**config.mk**
```make
export PLATFORM = sky130hd
export DESIGN_NAME = http_chunked_body_decoder
export DESIGN_NICKNAME = d
export VERILOG_FILES = /design/src/rtl/chd_pkg.sv /design/src/rtl/chd_front.sv /design/src/rtl/chd_back.sv /design/src/rtl/http_chunked_body_decoder.sv
export VERILOG_INCLUDE_DIRS = /design/src /design/src/rtl
export SDC_FILE = /design/constraint.sdc
export NUM_CORES = 1
export LEC_CHECK = 0
export ABC_CLOCK_PERIOD_IN_PS = 11240
export BUFFER_PORTS_ARGS = -buffer_cell sky130_fd_sc_hd__clkbuf_2
export CAP_MARGIN = 40
export CORE_MARGIN = 3
export CORE_UTILIZATION = 65
export DETAILED_ROUTE_END_ITERATION = 10
export PLACE_DENSITY_LB_ADDON = 0.1
export REMOVE_ABC_BUFFERS = 1
export SLEW_MARGIN = 15
export SYNTH_ARGS = -nofsm -noshare
export SYNTH_HDL_FRONTEND = slang
export SYNTH_SLANG_ARGS = --single-unit
```
**constraint.sdc**
```tcl
create_clock -name clk -period 11.24 [get_ports clk]
set_input_delay 0.562 -clock clk [delete_from_list [all_inputs] [get_ports clk]]
set_output_delay 0.562 -clock clk [all_outputs]
set_load 0.03 [all_outputs]
```
**src/rtl/http_chunked_body_decoder_defines.svh**
```systemverilog
// Assertion macros shared by the chunked body decoder RTL.
// Each macro expects signals named clk and arst_n in the enclosing module.
`ifndef HTTP_CHUNKED_BODY_DECODER_DEFINES_SVH
`define HTTP_CHUNKED_BODY_DECODER_DEFINES_SVH

// Consequent must hold in the same cycle as the antecedent.
`define CHD_ASSERT_NOW(label, ante, cons, msg) \
	label: assert property (@(posedge clk) disable iff (!arst_n) (ante) |-> (cons)) \
		else $error(msg);

// Consequent must hold in the cycle after the antecedent.
`define CHD_ASSERT_NEXT(label, ante, cons, msg) \
	label: assert property (@(posedge clk) disable iff (!arst_n) (ante) |=> (cons)) \
		else $error(msg);

`endif

```
**src/rtl/chd_pkg.sv**
```systemverilog
// Types, codes and helper functions for the chunked body decoder.
// No dependencies; used by chd_front, chd_back and the top level.
`timescale 1ns / 1ps

package chd_pkg;

	localparam int unsigned ADDR_BITS = 3;
	localparam logic [ADDR_BITS-1:0] ADDR_BYTE_CAP = 3'd0;
	localparam logic [31:0] BYTE_CAP_RESET = 32'd65536;

	localparam logic [7:0] CH_CR = 8'h0D;
	localparam logic [7:0] CH_LF = 8'h0A;

	localparam logic [1:0] ST_RUN       = 2'd0;
	localparam logic [1:0] ST_DONE      = 2'd1;
	localparam logic [1:0] ST_NEED_MORE = 2'd2;
	localparam logic [1:0] ST_ERROR     = 2'd3;

	localparam logic [1:0] ERR_NONE      = 2'd0;
	localparam logic [1:0] ERR_TOO_LARGE = 2'd1;
	localparam logic [1:0] ERR_MALFORMED = 2'd2;

	typedef enum logic [7:0] {
		PH_SIZE     = 8'b0000_0001,
		PH_DATA     = 8'b0000_0010,
		PH_TRAIL_CR = 8'b0000_0100,
		PH_TRAIL_LF = 8'b0000_1000,
		PH_FINAL_CR = 8'b0001_0000,
		PH_FINAL_LF = 8'b0010_0000,
		PH_DONE     = 8'b0100_0000,
		PH_ERROR    = 8'b1000_0000
	} phase_t;

	// One classified body byte as it sits in the queue.
	typedef struct packed {
		logic [7:0] body_byte;
		logic       last_byte;
		logic       is_hex;
		logic [3:0] hex_val;
		logic       is_cr;
		logic       is_lf;
	} item_t;

	// Returns the digit value, or 16 for a byte that is not a hex digit.
	function automatic logic [4:0] hex_value(input logic [7:0] b);
		logic [7:0] d;
		begin
			d = 8'd16;
			if (b >= 8'h30 && b <= 8'h39) begin
				d = b - 8'h30;
			end else if (b >= 8'h61 && b <= 8'h66) begin
				d = b - 8'h57;
			end else if (b >= 8'h41 && b <= 8'h46) begin
				d = b - 8'h37;
			end
			hex_value = d[4:0];
		end
	endfunction

endpackage

```
**src/rtl/chd_front.sv**
```systemverilog
// Front end of the chunked body decoder: accepts bytes, classifies them
// and holds them in a two-entry queue. Depends on chd_pkg.
`timescale 1ns / 1ps

module chd_front (
	input  logic           clk,
	input  logic           arst_n,
	input  logic           in_valid,
	output logic           in_stall,
	input  logic [7:0]     body_byte,
	input  logic           last_byte,
	output logic           q_valid,
	output chd_pkg::item_t q_head,
	input  logic           q_pop
);
	import chd_pkg::*;

	localparam int unsigned DEPTH = 2;

	item_t      mem_q [DEPTH];
	logic       wr_q;
	logic       rd_q;
	logic [1:0] count_q;
	logic       push;
	item_t      item_in;
	logic [4:0] hv;

	always_comb begin
		hv = hex_value(body_byte);
		item_in.body_byte = body_byte;
		item_in.last_byte = last_byte;
		item_in.is_hex    = ~hv[4];
		item_in.hex_val   = hv[3:0];
		item_in.is_cr     = (body_byte == CH_CR);
		item_in.is_lf     = (body_byte == CH_LF);
	end

	assign in_stall = (count_q == 2'(DEPTH));
	assign push     = in_valid & ~in_stall;
	assign q_valid  = (count_q != 2'd0);
	assign q_head   = mem_q[rd_q];

	always_ff @(posedge clk) begin
		if (push) begin
			mem_q[wr_q] <= item_in;
		end
	end

	always_ff @(posedge clk or negedge arst_n) begin
		if (!arst_n) begin
			wr_q    <= 1'b0;
			rd_q    <= 1'b0;
			count_q <= 2'd0;
		end else begin
			if (push) begin
				wr_q <= ~wr_q;
			end
			if (q_pop) begin
				rd_q <= ~rd_q;
			end
			if (push && !q_pop) begin
				count_q <= count_q + 2'd1;
			end else if (q_pop && !push) begin
				count_q <= count_q - 2'd1;
			end
		end
	end

endmodule

```
**src/rtl/chd_back.sv**
```systemverilog
// Back end of the chunked body decoder: the parsing state machine, the
// counters and the output register. Depends on chd_pkg and the macro header.
`timescale 1ns / 1ps
`include "http_chunked_body_decoder_defines.svh"

module chd_back #(
	parameter int unsigned COUNT_BITS = 32
) (
	input  logic           clk,
	input  logic           arst_n,
	input  logic           q_valid,
	input  chd_pkg::item_t q_head,
	output logic           q_pop,
	input  logic [31:0]    byte_cap,
	output logic           out_valid,
	input  logic           out_stall,
	output logic [7:0]     data_byte,
	output logic           data_valid,
	output logic [1:0]     status,
	output logic [1:0]     fault_code,
	output logic [31:0]    payload_total,
	output logic [31:0]    consumed_count
);
	import chd_pkg::*;

	localparam logic [31:0] U32_MAX = 32'hFFFF_FFFF;

	phase_t                phase_q, phase_d;
	logic [COUNT_BITS-1:0] size_q, size_d;
	logic                  hexst_q, hexst_d;
	logic [COUNT_BITS-1:0] left_q, left_d;
	logic [COUNT_BITS-1:0] total_q, total_d;
	logic [31:0]           written_q, written_d;
	logic [31:0]           consumed_q, consumed_d;

	logic                  out_valid_q;
	logic [7:0]            data_byte_q;
	logic                  data_valid_q;
	logic [1:0]            status_q;
	logic [1:0]            ecode_q;
	logic [31:0]           blen_q;
	logic [31:0]           cons_out_q;

	logic [7:0]            dbyte;
	logic                  dvalid;
	logic [1:0]            st;
	logic [1:0]            ec;
	logic [31:0]           blen;
	logic [31:0]           cons;
	logic [31:0]           cons_inc1;
	logic [31:0]           cons_inc2;
	logic [COUNT_BITS:0]   sum;
	logic [63:0]           total_ext;
	logic                  size_ovf;

	assign q_pop = q_valid & (~out_valid_q | ~out_stall);

	assign cons_inc1 = (consumed_q == U32_MAX) ? U32_MAX : consumed_q + 32'd1;
	assign cons_inc2 = (consumed_q > U32_MAX - 32'd2) ? U32_MAX : consumed_q + 32'd2;
	assign sum       = {1'b0, total_q} + {1'b0, size_q};
	// A new digit overflows exactly when the top nibble is already in use.
	assign size_ovf  = (size_q[COUNT_BITS-1 -: 4] != 4'd0);

	always_comb begin
		phase_d    = phase_q;
		size_d     = size_q;
		hexst_d    = hexst_q;
		left_d     = left_q;
		total_d    = total_q;
		written_d  = written_q;
		consumed_d = consumed_q;
		dbyte      = 8'd0;
		dvalid     = 1'b0;
		unique case (phase_q)
			PH_SIZE: begin
				consumed_d = cons_inc1;
				if (q_head.is_lf) begin
					hexst_d = 1'b0;
					if (size_q == '0) begin
						phase_d = PH_FINAL_CR;
					end else begin
						left_d  = size_q;
						phase_d = PH_DATA;
					end
				end else if (!hexst_q) begin
					if (q_head.is_hex) begin
						if (size_ovf) begin
							phase_d = PH_ERROR;
							hexst_d = 1'b0;
						end else begin
							size_d = {size_q[COUNT_BITS-5:0], q_head.hex_val};
						end
					end else begin
						hexst_d = 1'b1;
					end
				end
			end
			PH_DATA: begin
				consumed_d = cons_inc1;
				dbyte      = q_head.body_byte;
				if (written_q < byte_cap) begin
					dvalid    = 1'b1;
					written_d = written_q + 32'd1;
				end
				left_d = (left_q != '0) ? left_q - COUNT_BITS'(1) : left_q;
				if (left_q <= COUNT_BITS'(1)) begin
					hexst_d = 1'b0;
					phase_d = PH_TRAIL_CR;
				end
			end
			PH_TRAIL_CR: begin
				consumed_d = cons_inc1;
				hexst_d    = ~q_head.is_cr;
				phase_d    = PH_TRAIL_LF;
			end
			PH_TRAIL_LF: begin
				consumed_d = cons_inc1;
				if (sum[COUNT_BITS]) begin
					phase_d = PH_ERROR;
					hexst_d = 1'b0;
				end else if (hexst_q || !q_head.is_lf) begin
					phase_d = PH_ERROR;
					hexst_d = 1'b1;
				end else begin
					total_d = sum[COUNT_BITS-1:0];
					size_d  = '0;
					hexst_d = 1'b0;
					phase_d = PH_SIZE;
				end
			end
			PH_FINAL_CR: begin
				phase_d = q_head.is_cr ? PH_FINAL_LF : PH_DONE;
			end
			PH_FINAL_LF: begin
				if (q_head.is_lf) begin
					consumed_d = cons_inc2;
				end
				phase_d = PH_DONE;
			end
			PH_DONE, PH_ERROR: begin
			end
			default: begin
			end
		endcase
	end

	always_comb begin
		total_ext = 64'(total_d);
		blen      = (total_ext > 64'h0000_0000_FFFF_FFFF) ? U32_MAX : total_ext[31:0];
		ec        = ERR_NONE;
		cons      = 32'd0;
		if (phase_d == PH_ERROR) begin
			st   = ST_ERROR;
			ec   = hexst_d ? ERR_MALFORMED : ERR_TOO_LARGE;
			blen = 32'd0;
		end else if (phase_d == PH_FINAL_CR || phase_d == PH_FINAL_LF ||
				phase_d == PH_DONE) begin
			st   = ST_DONE;
			cons = consumed_d;
		end else begin
			st = q_head.last_byte ? ST_NEED_MORE : ST_RUN;
		end
	end

	always_ff @(posedge clk or negedge arst_n) begin
		if (!arst_n) begin
			phase_q     <= PH_SIZE;
			size_q      <= '0;
			hexst_q     <= 1'b0;
			left_q      <= '0;
			total_q     <= '0;
			written_q   <= 32'd0;
			consumed_q  <= 32'd0;
			out_valid_q <= 1'b0;
		end else begin
			if (q_pop) begin
				phase_q     <= phase_d;
				size_q      <= size_d;
				hexst_q     <= hexst_d;
				left_q      <= left_d;
				total_q     <= total_d;
				written_q   <= written_d;
				consumed_q  <= consumed_d;
				out_valid_q <= 1'b1;
			end else if (!out_stall) begin
				out_valid_q <= 1'b0;
			end
		end
	end

	always_ff @(posedge clk) begin
		if (q_pop) begin
			data_byte_q  <= dbyte;
			data_valid_q <= dvalid;
			status_q     <= st;
			ecode_q      <= ec;
			blen_q       <= blen;
			cons_out_q   <= cons;
		end
	end

	assign out_valid      = out_valid_q;
	assign data_byte      = data_byte_q;
	assign data_valid     = data_valid_q;
	assign status         = status_q;
	assign fault_code     = ecode_q;
	assign payload_total  = blen_q;
	assign consumed_count = cons_out_q;

	`CHD_ASSERT_NEXT(a_done_sticky, phase_q == PH_DONE, phase_q == PH_DONE, "done state was left")
	`CHD_ASSERT_NEXT(a_error_sticky, phase_q == PH_ERROR, phase_q == PH_ERROR, "error state was left")
	`CHD_ASSERT_NOW(a_data_in_progress, out_valid_q && data_valid_q, status_q == ST_RUN || status_q == ST_NEED_MORE, "payload byte with final status")
	`CHD_ASSERT_NOW(a_ecode_matches, out_valid_q, (status_q == ST_ERROR) == (ecode_q != ERR_NONE), "error code and status disagree")
	`CHD_ASSERT_NOW(a_count_only_done, out_valid_q && status_q != ST_DONE, cons_out_q == 32'd0, "consumed count shown before done")

endmodule

```
**src/rtl/http_chunked_body_decoder.sv**
```systemverilog
// Top level of the HTTP/1.1 chunked body decoder.
// Path: each byte is registered in the chd_front queue and then in the chd_back output register.
// Throughput: one byte per clock, unless out_stall holds the output register in chd_back.
// Reset: arst_n clears all parse state and counters at once and sets byte_cap to
// 65536; there is no clearing pass, so bytes are taken from the first cycle after reset.
// Depends on chd_pkg, chd_front and chd_back.
`timescale 1ns / 1ps

module http_chunked_body_decoder #(
	parameter int unsigned COUNT_BITS = 32
) (
	input  logic                           clk,
	input  logic                           arst_n,
	// Byte input channel.
	input  logic                           in_valid,
	output logic                           in_stall,
	input  logic [7:0]                     body_byte,
	input  logic                           last_byte,
	// Result channel, one result per input byte.
	output logic                           out_valid,
	input  logic                           out_stall,
	output logic [7:0]                     data_byte,
	output logic                           data_valid,
	output logic [1:0]                     status,
	output logic [1:0]                     fault_code,
	output logic [31:0]                    payload_total,
	output logic [31:0]                    consumed_count,
	// Configuration port.
	input  logic                           psel,
	input  logic                           penable,
	input  logic                           pwrite,
	input  logic [chd_pkg::ADDR_BITS-1:0]  paddr,
	input  logic [31:0]                    pwdata,
	output logic [31:0]                    prdata,
	output logic                           pready
);
	import chd_pkg::*;

	// The front end classifies each incoming byte (hex digit value, CR, LF)
	// and parks it in a two-entry queue. The back end pops one entry per
	// cycle whenever its output register is empty or being drained, so the
	// input side can still fill the queue while a finished result waits to be taken.

	logic [31:0] cap_q;
	logic        q_valid;
	item_t       q_head;
	logic        q_pop;
	logic        cfg_wr;

	// The only register is the byte cap. Writes must come only while the decoder
	// is idle; the block does not enforce this, and the back end reads it directly.
	assign pready = 1'b1;
	assign cfg_wr = psel & penable & pwrite & pready;
	assign prdata = (paddr == ADDR_BYTE_CAP) ? cap_q : 32'd0;

	always_ff @(posedge clk or negedge arst_n) begin
		if (!arst_n) begin
			cap_q <= BYTE_CAP_RESET;
		end else if (cfg_wr && paddr == ADDR_BYTE_CAP) begin
			cap_q <= pwdata;
		end
	end

	chd_front u_front (
		.clk       (clk),
		.arst_n    (arst_n),
		.in_valid  (in_valid),
		.in_stall  (in_stall),
		.body_byte (body_byte),
		.last_byte (last_byte),
		.q_valid   (q_valid),
		.q_head    (q_head),
		.q_pop     (q_pop)
	);

	// The back end holds the size, data and trailer phases. Once the body is
	// done or an error is found, later bytes are still taken and answered
	// with the held status until the next reset.
	chd_back #(
		.COUNT_BITS (COUNT_BITS)
	) u_back (
		.clk            (clk),
		.arst_n         (arst_n),
		.q_valid        (q_valid),
		.q_head         (q_head),
		.q_pop          (q_pop),
		.byte_cap       (cap_q),
		.out_valid      (out_valid),
		.out_stall      (out_stall),
		.data_byte      (data_byte),
		.data_valid     (data_valid),
		.status         (status),
		.fault_code     (fault_code),
		.payload_total  (payload_total),
		.consumed_count (consumed_count)
	);

endmodule
```
==> flow_summary.ini, run 1 <==
[yosys]
async_flop_share_pct = 65.40
synth_enable_flop_cells = 109
synth.avg_cell_area_sq_um = 9.205
synthCells = 1929
ys.flop_type = dfrtp_1
syn_area_sq_um = 17760
synth_seq_area_share_pct = 47.48
synth_cell_type_count = 86
ys_warn_count = 0
ys_ff_latch = 315

[sta]
tightest_slew_ps = 825.4
max_freq_ghz = 0.2545
finalCritPeriodShare_pct = 34.96
timing.final.crit_period_ps = 3930
slew-limit-headroom_pct = 44.97
setup_viol = 0
tns_ps = 0
slew_viol_final = 0
fin_skew_ps = 20.69
hold_violations = 0
rsz0062_at_grt = no

[power_and_ir_drop]
leakage_nw = 8.777
vdd_drop_max_uv = 141.7
pwr_density_cell_nw_per_um2 = 159.2

[global_routing]
gr-total-overflow = 0
grt_max_degree = 99
grtUsageTotal_pct = 29.78
grt_pass1_vias = 14470
antenna_found_initial = 0
grt_pass1_wl_um = 72090

[detailed_routing]
wl_per_cell_um = 18.04
post_drt_via_cell_ratio = 6.199
ant_nets = 0
first_pass_iters = 7
routed_wirelength_um = 43600
vias = 14980
drc_errors = 0
drt_iter0_markers = 1222

[floorplan]
die_x_um = 171.3
core_sq_um = 26430
pin_count = 163
die_h_um = 171.3
dieArea_sq_um = 29340
fp-row-count = 59
start_util_pct = 67.19

[critical_path]
required_ps = 11650
cp-end-kind = register
startpoint_type = register
startpoint = u_back.size_q[0]
arrival_ps = 4340
reg2reg_from = u_back.size_q[0]
path_class = reg -> reg
cp_max_fo = 29

[clocking]
cts_tree = done
cts_sinks = 315
clkTransAtPathRegs_ps = 60
numCtsBuffers = 35
cts_resized = 0
cts.path.max_buffers = 3
htreeDepth = 2
root_buffer = clkbuf_16
clock_latency_ps = 530

[cells_and_area]
nNetsFinal = 2183
drive_gt1_share_pct = 14.02
stdcell_count = 2417
layout_commonest_cell = nand2_1
fin_util_pct = 75.74
fillers = 1933
layout_common_cells = nand2_1, o21ai_0, dfrtp_1, nor2_1, clkbuf_2
num_antenna_cells = 0
area_growth_pct = 12.73

[placement]
numPortBuffers = 161
dpl.hpwl_um = 30240
finalWeightedCongestion = 0.9514
dpl.cell_count = 2350

[job]
cap_violations = 0

[min_path]
hold_path.startpoint = pwdata[22]
hold_path.class = in -> reg

[outcome]
status = finished, final reports clean
==> cell type report <==
class | instances | area (sq um) | share of cell area [%]
timing repair buffer | 187 | 1107 | 5.532
multi-input combinational | 1459 | 8740 | 43.66
sequential | 315 | 8431 | 42.12
tap | 335 | 419.2 | 2.094
inverter | 57 | 216.5 | 1.081
clock inverter | 18 | 155.1 | 0.7751
clock buffer | 46 | 948.4 | 4.738
==> state kept, by name, summed over array words and instances (netlist names), 2 cells and up <==
signal / count
u_back.left_q: 32
u_back.data_byte: 8
u_front.count_q: 2
u_back.size_q: 32
u_back.status: 2
u_back.fault_code: 2
u_back.phase_q: 8
u_back.consumed_count: 32
u_back.consumed_q: 32
u_back.total_q: 32
u_back.payload_total: 32
u_back.written_q: 32
cap_q: 32
u_front.mem_q: 32
==> Yosys cell counts, types with 13 or more instances <==
master	n	share of area, %
a211oi_1	13	0.55
a21o_1	17	0.72
a21oi_1	125	3.5
a31oi_1	23	0.81
and2_1	52	1.8
and3_1	20	0.70
buf_2	17	0.48
clkbuf_1	70	1.5
dfrtp_1	204	29
edfxtp_1	109	18
ha_1	76	5.4
inv_1	56	1.2
mux2i_1	16	0.90
nand2_1	271	5.7
nand3_1	59	1.7
nand4_1	25	0.88
nor2_1	162	3.4
nor3_1	56	1.6
nor4_1	23	0.81
o21ai_0	223	6.3
o22ai_1	19	0.67
or2_2	13	0.46
xnor2_1	36	1.8
xor2_1	52	2.6
==> power by group <==
part | total (W) | switching (W) | internal (W) | leakage (nW)
combinational | 0.000637 | 0.000470 | 0.000167 | 4.43
clock | 0.00111 | 0.000463 | 0.000645 | 0.537
sequential | 0.00144 | 0.0000632 | 0.00138 | 3.81
==> repair_timing <==
action | in CTS | in global routing
buffers inserted | 0 | 0
hold endpoints to repair | 0 | 5
hold buffers | 0 | 1
==> final timing paths <==
kind	endpoint	slack [ps]	cells past startpoint
max	u_back.total_q[0]	7310	12
min	cap_q[22]	230	3
max reg2reg	u_back.total_q[0]	7310	12
min reg2reg	u_back.written_q[31]	480	1
max in group asynchronous	u_back.left_q[1]	8850	4
min in group asynchronous	u_back.total_q[13]	550	2
==> logic make-up (layout without fill, tap and decap cells) <==
family,count (synthesis),in the layout,synth area share [%]
xor gates and xnor gates,88,88,4.341
other,1,1,0.02112
muxes,25,25,1.473
adders and majority gates,77,77,5.468
buffers and inverters,155,308,3.523
AOI/OAI and AO/OA,518,518,17.12
DFF,315,315,47.48
and+or+nand+nor,750,750,20.58
==> stage by stage <==
step	hold WS [ps]	total power, W	setup WS (ps)	area (sq um)
finish	227.1	0.003186	7310	20020
global route	232.3	0.003315	7054	20020
CTS	169.3	0.003199	7344	19970
detailed placement	470.6	0.002096	7357	18860
global placement	464.7	0.002066	7288	18740
floorplan	266.4	0.001868	2779	17340
==> routing by layer <==
layer	routed length, um	part of all wire (%)	vias to the layer above	global-route usage, %
li1	-	-	7168	-
met1	18820	43	7120	41.93
met2	20580	47	605	48.31
met3	3127	7.2	91	4.390
met4	1077	2.5	0	9.377
met5	0	0	-	0
==> critical path, cell delays in order, from the launching register on <==
cell	delay (ps)
dfrtp_1	420
ha_1	240
fa_1	430
a211oi_1	310
o211ai_1	190
a21oi_1	170
nor2_1	80
o31ai_2	460
o2111ai_2	170
buf_4	280
or2_2	540
buf_16	260
mux2_2	270
(Power assumes the default switching activity.)
==> run 2, diff against run 1 <==
--- a/config.mk
+++ b/config.mk
@@ -6,11 +6,11 @@
 export SDC_FILE = /design/constraint.sdc
 export NUM_CORES = 1
 export LEC_CHECK = 0
-export ABC_CLOCK_PERIOD_IN_PS = 11240
+export ABC_CLOCK_PERIOD_IN_PS = 3800
 export BUFFER_PORTS_ARGS = -buffer_cell sky130_fd_sc_hd__clkbuf_2
 export CAP_MARGIN = 40
 export CORE_MARGIN = 3
-export CORE_UTILIZATION = 65
+export CORE_UTILIZATION = 60
 export DETAILED_ROUTE_END_ITERATION = 10
 export PLACE_DENSITY_LB_ADDON = 0.1
 export REMOVE_ABC_BUFFERS = 1
==> constraint.sdc (replaced) <==
create_clock -name clk -period 3.8 [get_ports clk]
set_input_delay 0.19 -clock clk [delete_from_list [all_inputs] [get_ports clk]]
set_output_delay 0.19 -clock clk [all_outputs]
set_load 0.03 [all_outputs]
==> flow_summary.ini, run 2 (synthesized netlist as in run 1, its figures left out) <==
[global_routing]
gr-total-overflow = 0
grt_pass1_vias = 14630
grt_pass1_wl_um = 73370
grt_max_degree = 65
antenna_found_initial = 0
grtUsageTotal_pct = 28.27

[power_and_ir_drop]
pwr_density_cell_nw_per_um2 = 470.7
vdd_drop_max_uv = 365.3
clkPwrFrac_pct = 36.6
finalPower_w = 0.009732
combPwrFrac_pct = 19.7
p_sw_share_pct = 30.63
pwr-share-seq_pct = 43.7
intPower_w = 0.006751
leakage_nw = 9.055
netSwitchingPower_w = 0.002981

[sta]
rsz0062_at_grt = no
timing.final.crit_period_ps = 3518
finalCritPeriodShare_pct = 92.58
max_freq_ghz = 0.2842
tightest_slew_ps = 875.0
hold_violations = 0
slew-limit-headroom_pct = 41.45
setup_viol = 0
fin_skew_ps = 14.35
slew_viol_final = 0
hold_ws_ps = 197.0

[critical_path]
cp_max_fo = 33
startpoint_type = register
arrival_ps = 3900
r2r_slack_ps = 280
path_class = reg -> reg
required_ps = 4180
cp-end-kind = register

[detailed_routing]
vias = 15150
wl_per_cell_um = 17.75
ant_nets = 0
routed_wirelength_um = 44780
drc_errors = 0
drt_iter0_markers = 1469
post_drt_via_cell_ratio = 6.003
first_pass_iters = 6

[clocking]
clock_latency_ps = 520
numCtsBuffers = 36
cts_tree = done
root_buffer = clkbuf_16
clkTransAtPathRegs_ps = 60
htreeDepth = 2
cts_sinks = 315
cts.path.max_buffers = 3
post_cts_buffers = 0

[floorplan]
core_sq_um = 28940
start_util_pct = 61.36
die_x_um = 178.0
fp-row-count = 62
pin_count = 163
dieArea_sq_um = 31690
die_h_um = 178.0

[placement]
finalWeightedCongestion = 0.8954
dpl.hpwl_um = 30670
dpl.cell_count = 2414
numPortBuffers = 161

[job]
cap_violations = 0

[cells_and_area]
layout_common_cells = nand2_1, o21ai_0, dfrtp_1, nor2_1, clkbuf_2
stdcell_count = 2523
area_growth_pct = 16.45
nNetsFinal = 2240
num_antenna_cells = 0
layout_commonest_cell = nand2_1
drive_gt1_share_pct = 14.45

[min_path]
hold_path.class = in -> async

[outcome]
status = finished, final reports clean
==> run 2: cell types whose count changed in the layout (fill, tap and decap cells not counted), moves of 2 or more <==
| cell | delta |
|---|---|
| buf_6 | -2 |
| clkbuf_8 | +3 |
| buf_16 | -2 |
| clkbuf_1 | -2 |
| dlygate4sd3_1 | +43 |
| bufinv_16 | +3 |
| buf_4 | +18 |
==> run 2: cell type report <==
class	instances	area [sq um]
tap	384	480.5
multi-input combinational	1459	8748
clock buffer	47	982.2
fill	2121	8258
clock inverter	18	236.5
inverter	57	219.0
timing repair buffer	243	1580
sequential	315	8431
==> run 2: layer usage <==
layer	share of wire [%]	global-route usage, %	vias up	routed length, um
met3	6.2	3.725	76	2765
li1	-	-	7295	-
met4	2.0	7.395	0	908
met2	48	46.70	526	21430
met5	0	0	-	0
met1	44	39.68	7248	19670
==> run 2: timing repair <==
| action | 4_1_cts | 5_1_grt |
|---|---|---|
| endpoints found under the hold margin | 107 | 0 |
| hold buffers | 44 | 0 |
| resized for setup | 0 | 3 |
| endpoints found under the setup margin | 0 | 10 |
==> run 2: power by group through the flow <==
stage | registers, W | logic (W) | clock network, W
detailed placement | 0.00432 | 0.00187 | 0
finish | 0.00426 | 0.00191 | 0.00356
global route | 0.00430 | 0.00206 | 0.00373
floorplan | 0.00489 | 0.000635 | 0
CTS | 0.00426 | 0.00192 | 0.00360
global placement | 0.00430 | 0.00184 | 0
==> run 2: worst max-delay path, cell delays in order, from the launching register on <==
cell and delay [ps]:
dfrtp_1 420, ha_1 240, fa_1 430, a211oi_1 290, o211ai_1 200, a21oi_1 180
nor2_1 100, o31ai_4 350, o2111ai_2 170, or2_2 550, buf_4 280, nand2_1 80
o21ai_0 90
==> run 2: worst paths after layout <==
| path | cells after the start | endpoint | startpoint |
|---|---|---|---|
| setup / recovery | 12 | u_back.total_q[2] | u_back.size_q[0] |
| hold / removal | 2 | u_back.left_q[12] | arst_n |
| setup reg to reg | 12 | u_back.total_q[2] | u_back.size_q[0] |
| hold reg to reg | 1 | u_back.written_q[31] | u_back.written_q[31] |
| max in group asynchronous | 4 | cap_q[16] | arst_n |
| min in group clk | 4 | cap_q[7] | penable |
==> run 2: through the flow <==
stage	TNS, ps	worst slack, ps	area [sq um]	util [%]
6_report	0	281.8	20680	71.46
5_1_grt	0	21.10	20680	71.46
4_1_cts	0	192.3	20670	71.42
3_5_place_dp	0	217.9	19010	65.69
3_3_place_gp	0	364.4	18930	65.42
2_1_floorplan	-688140	-4661	17340	-
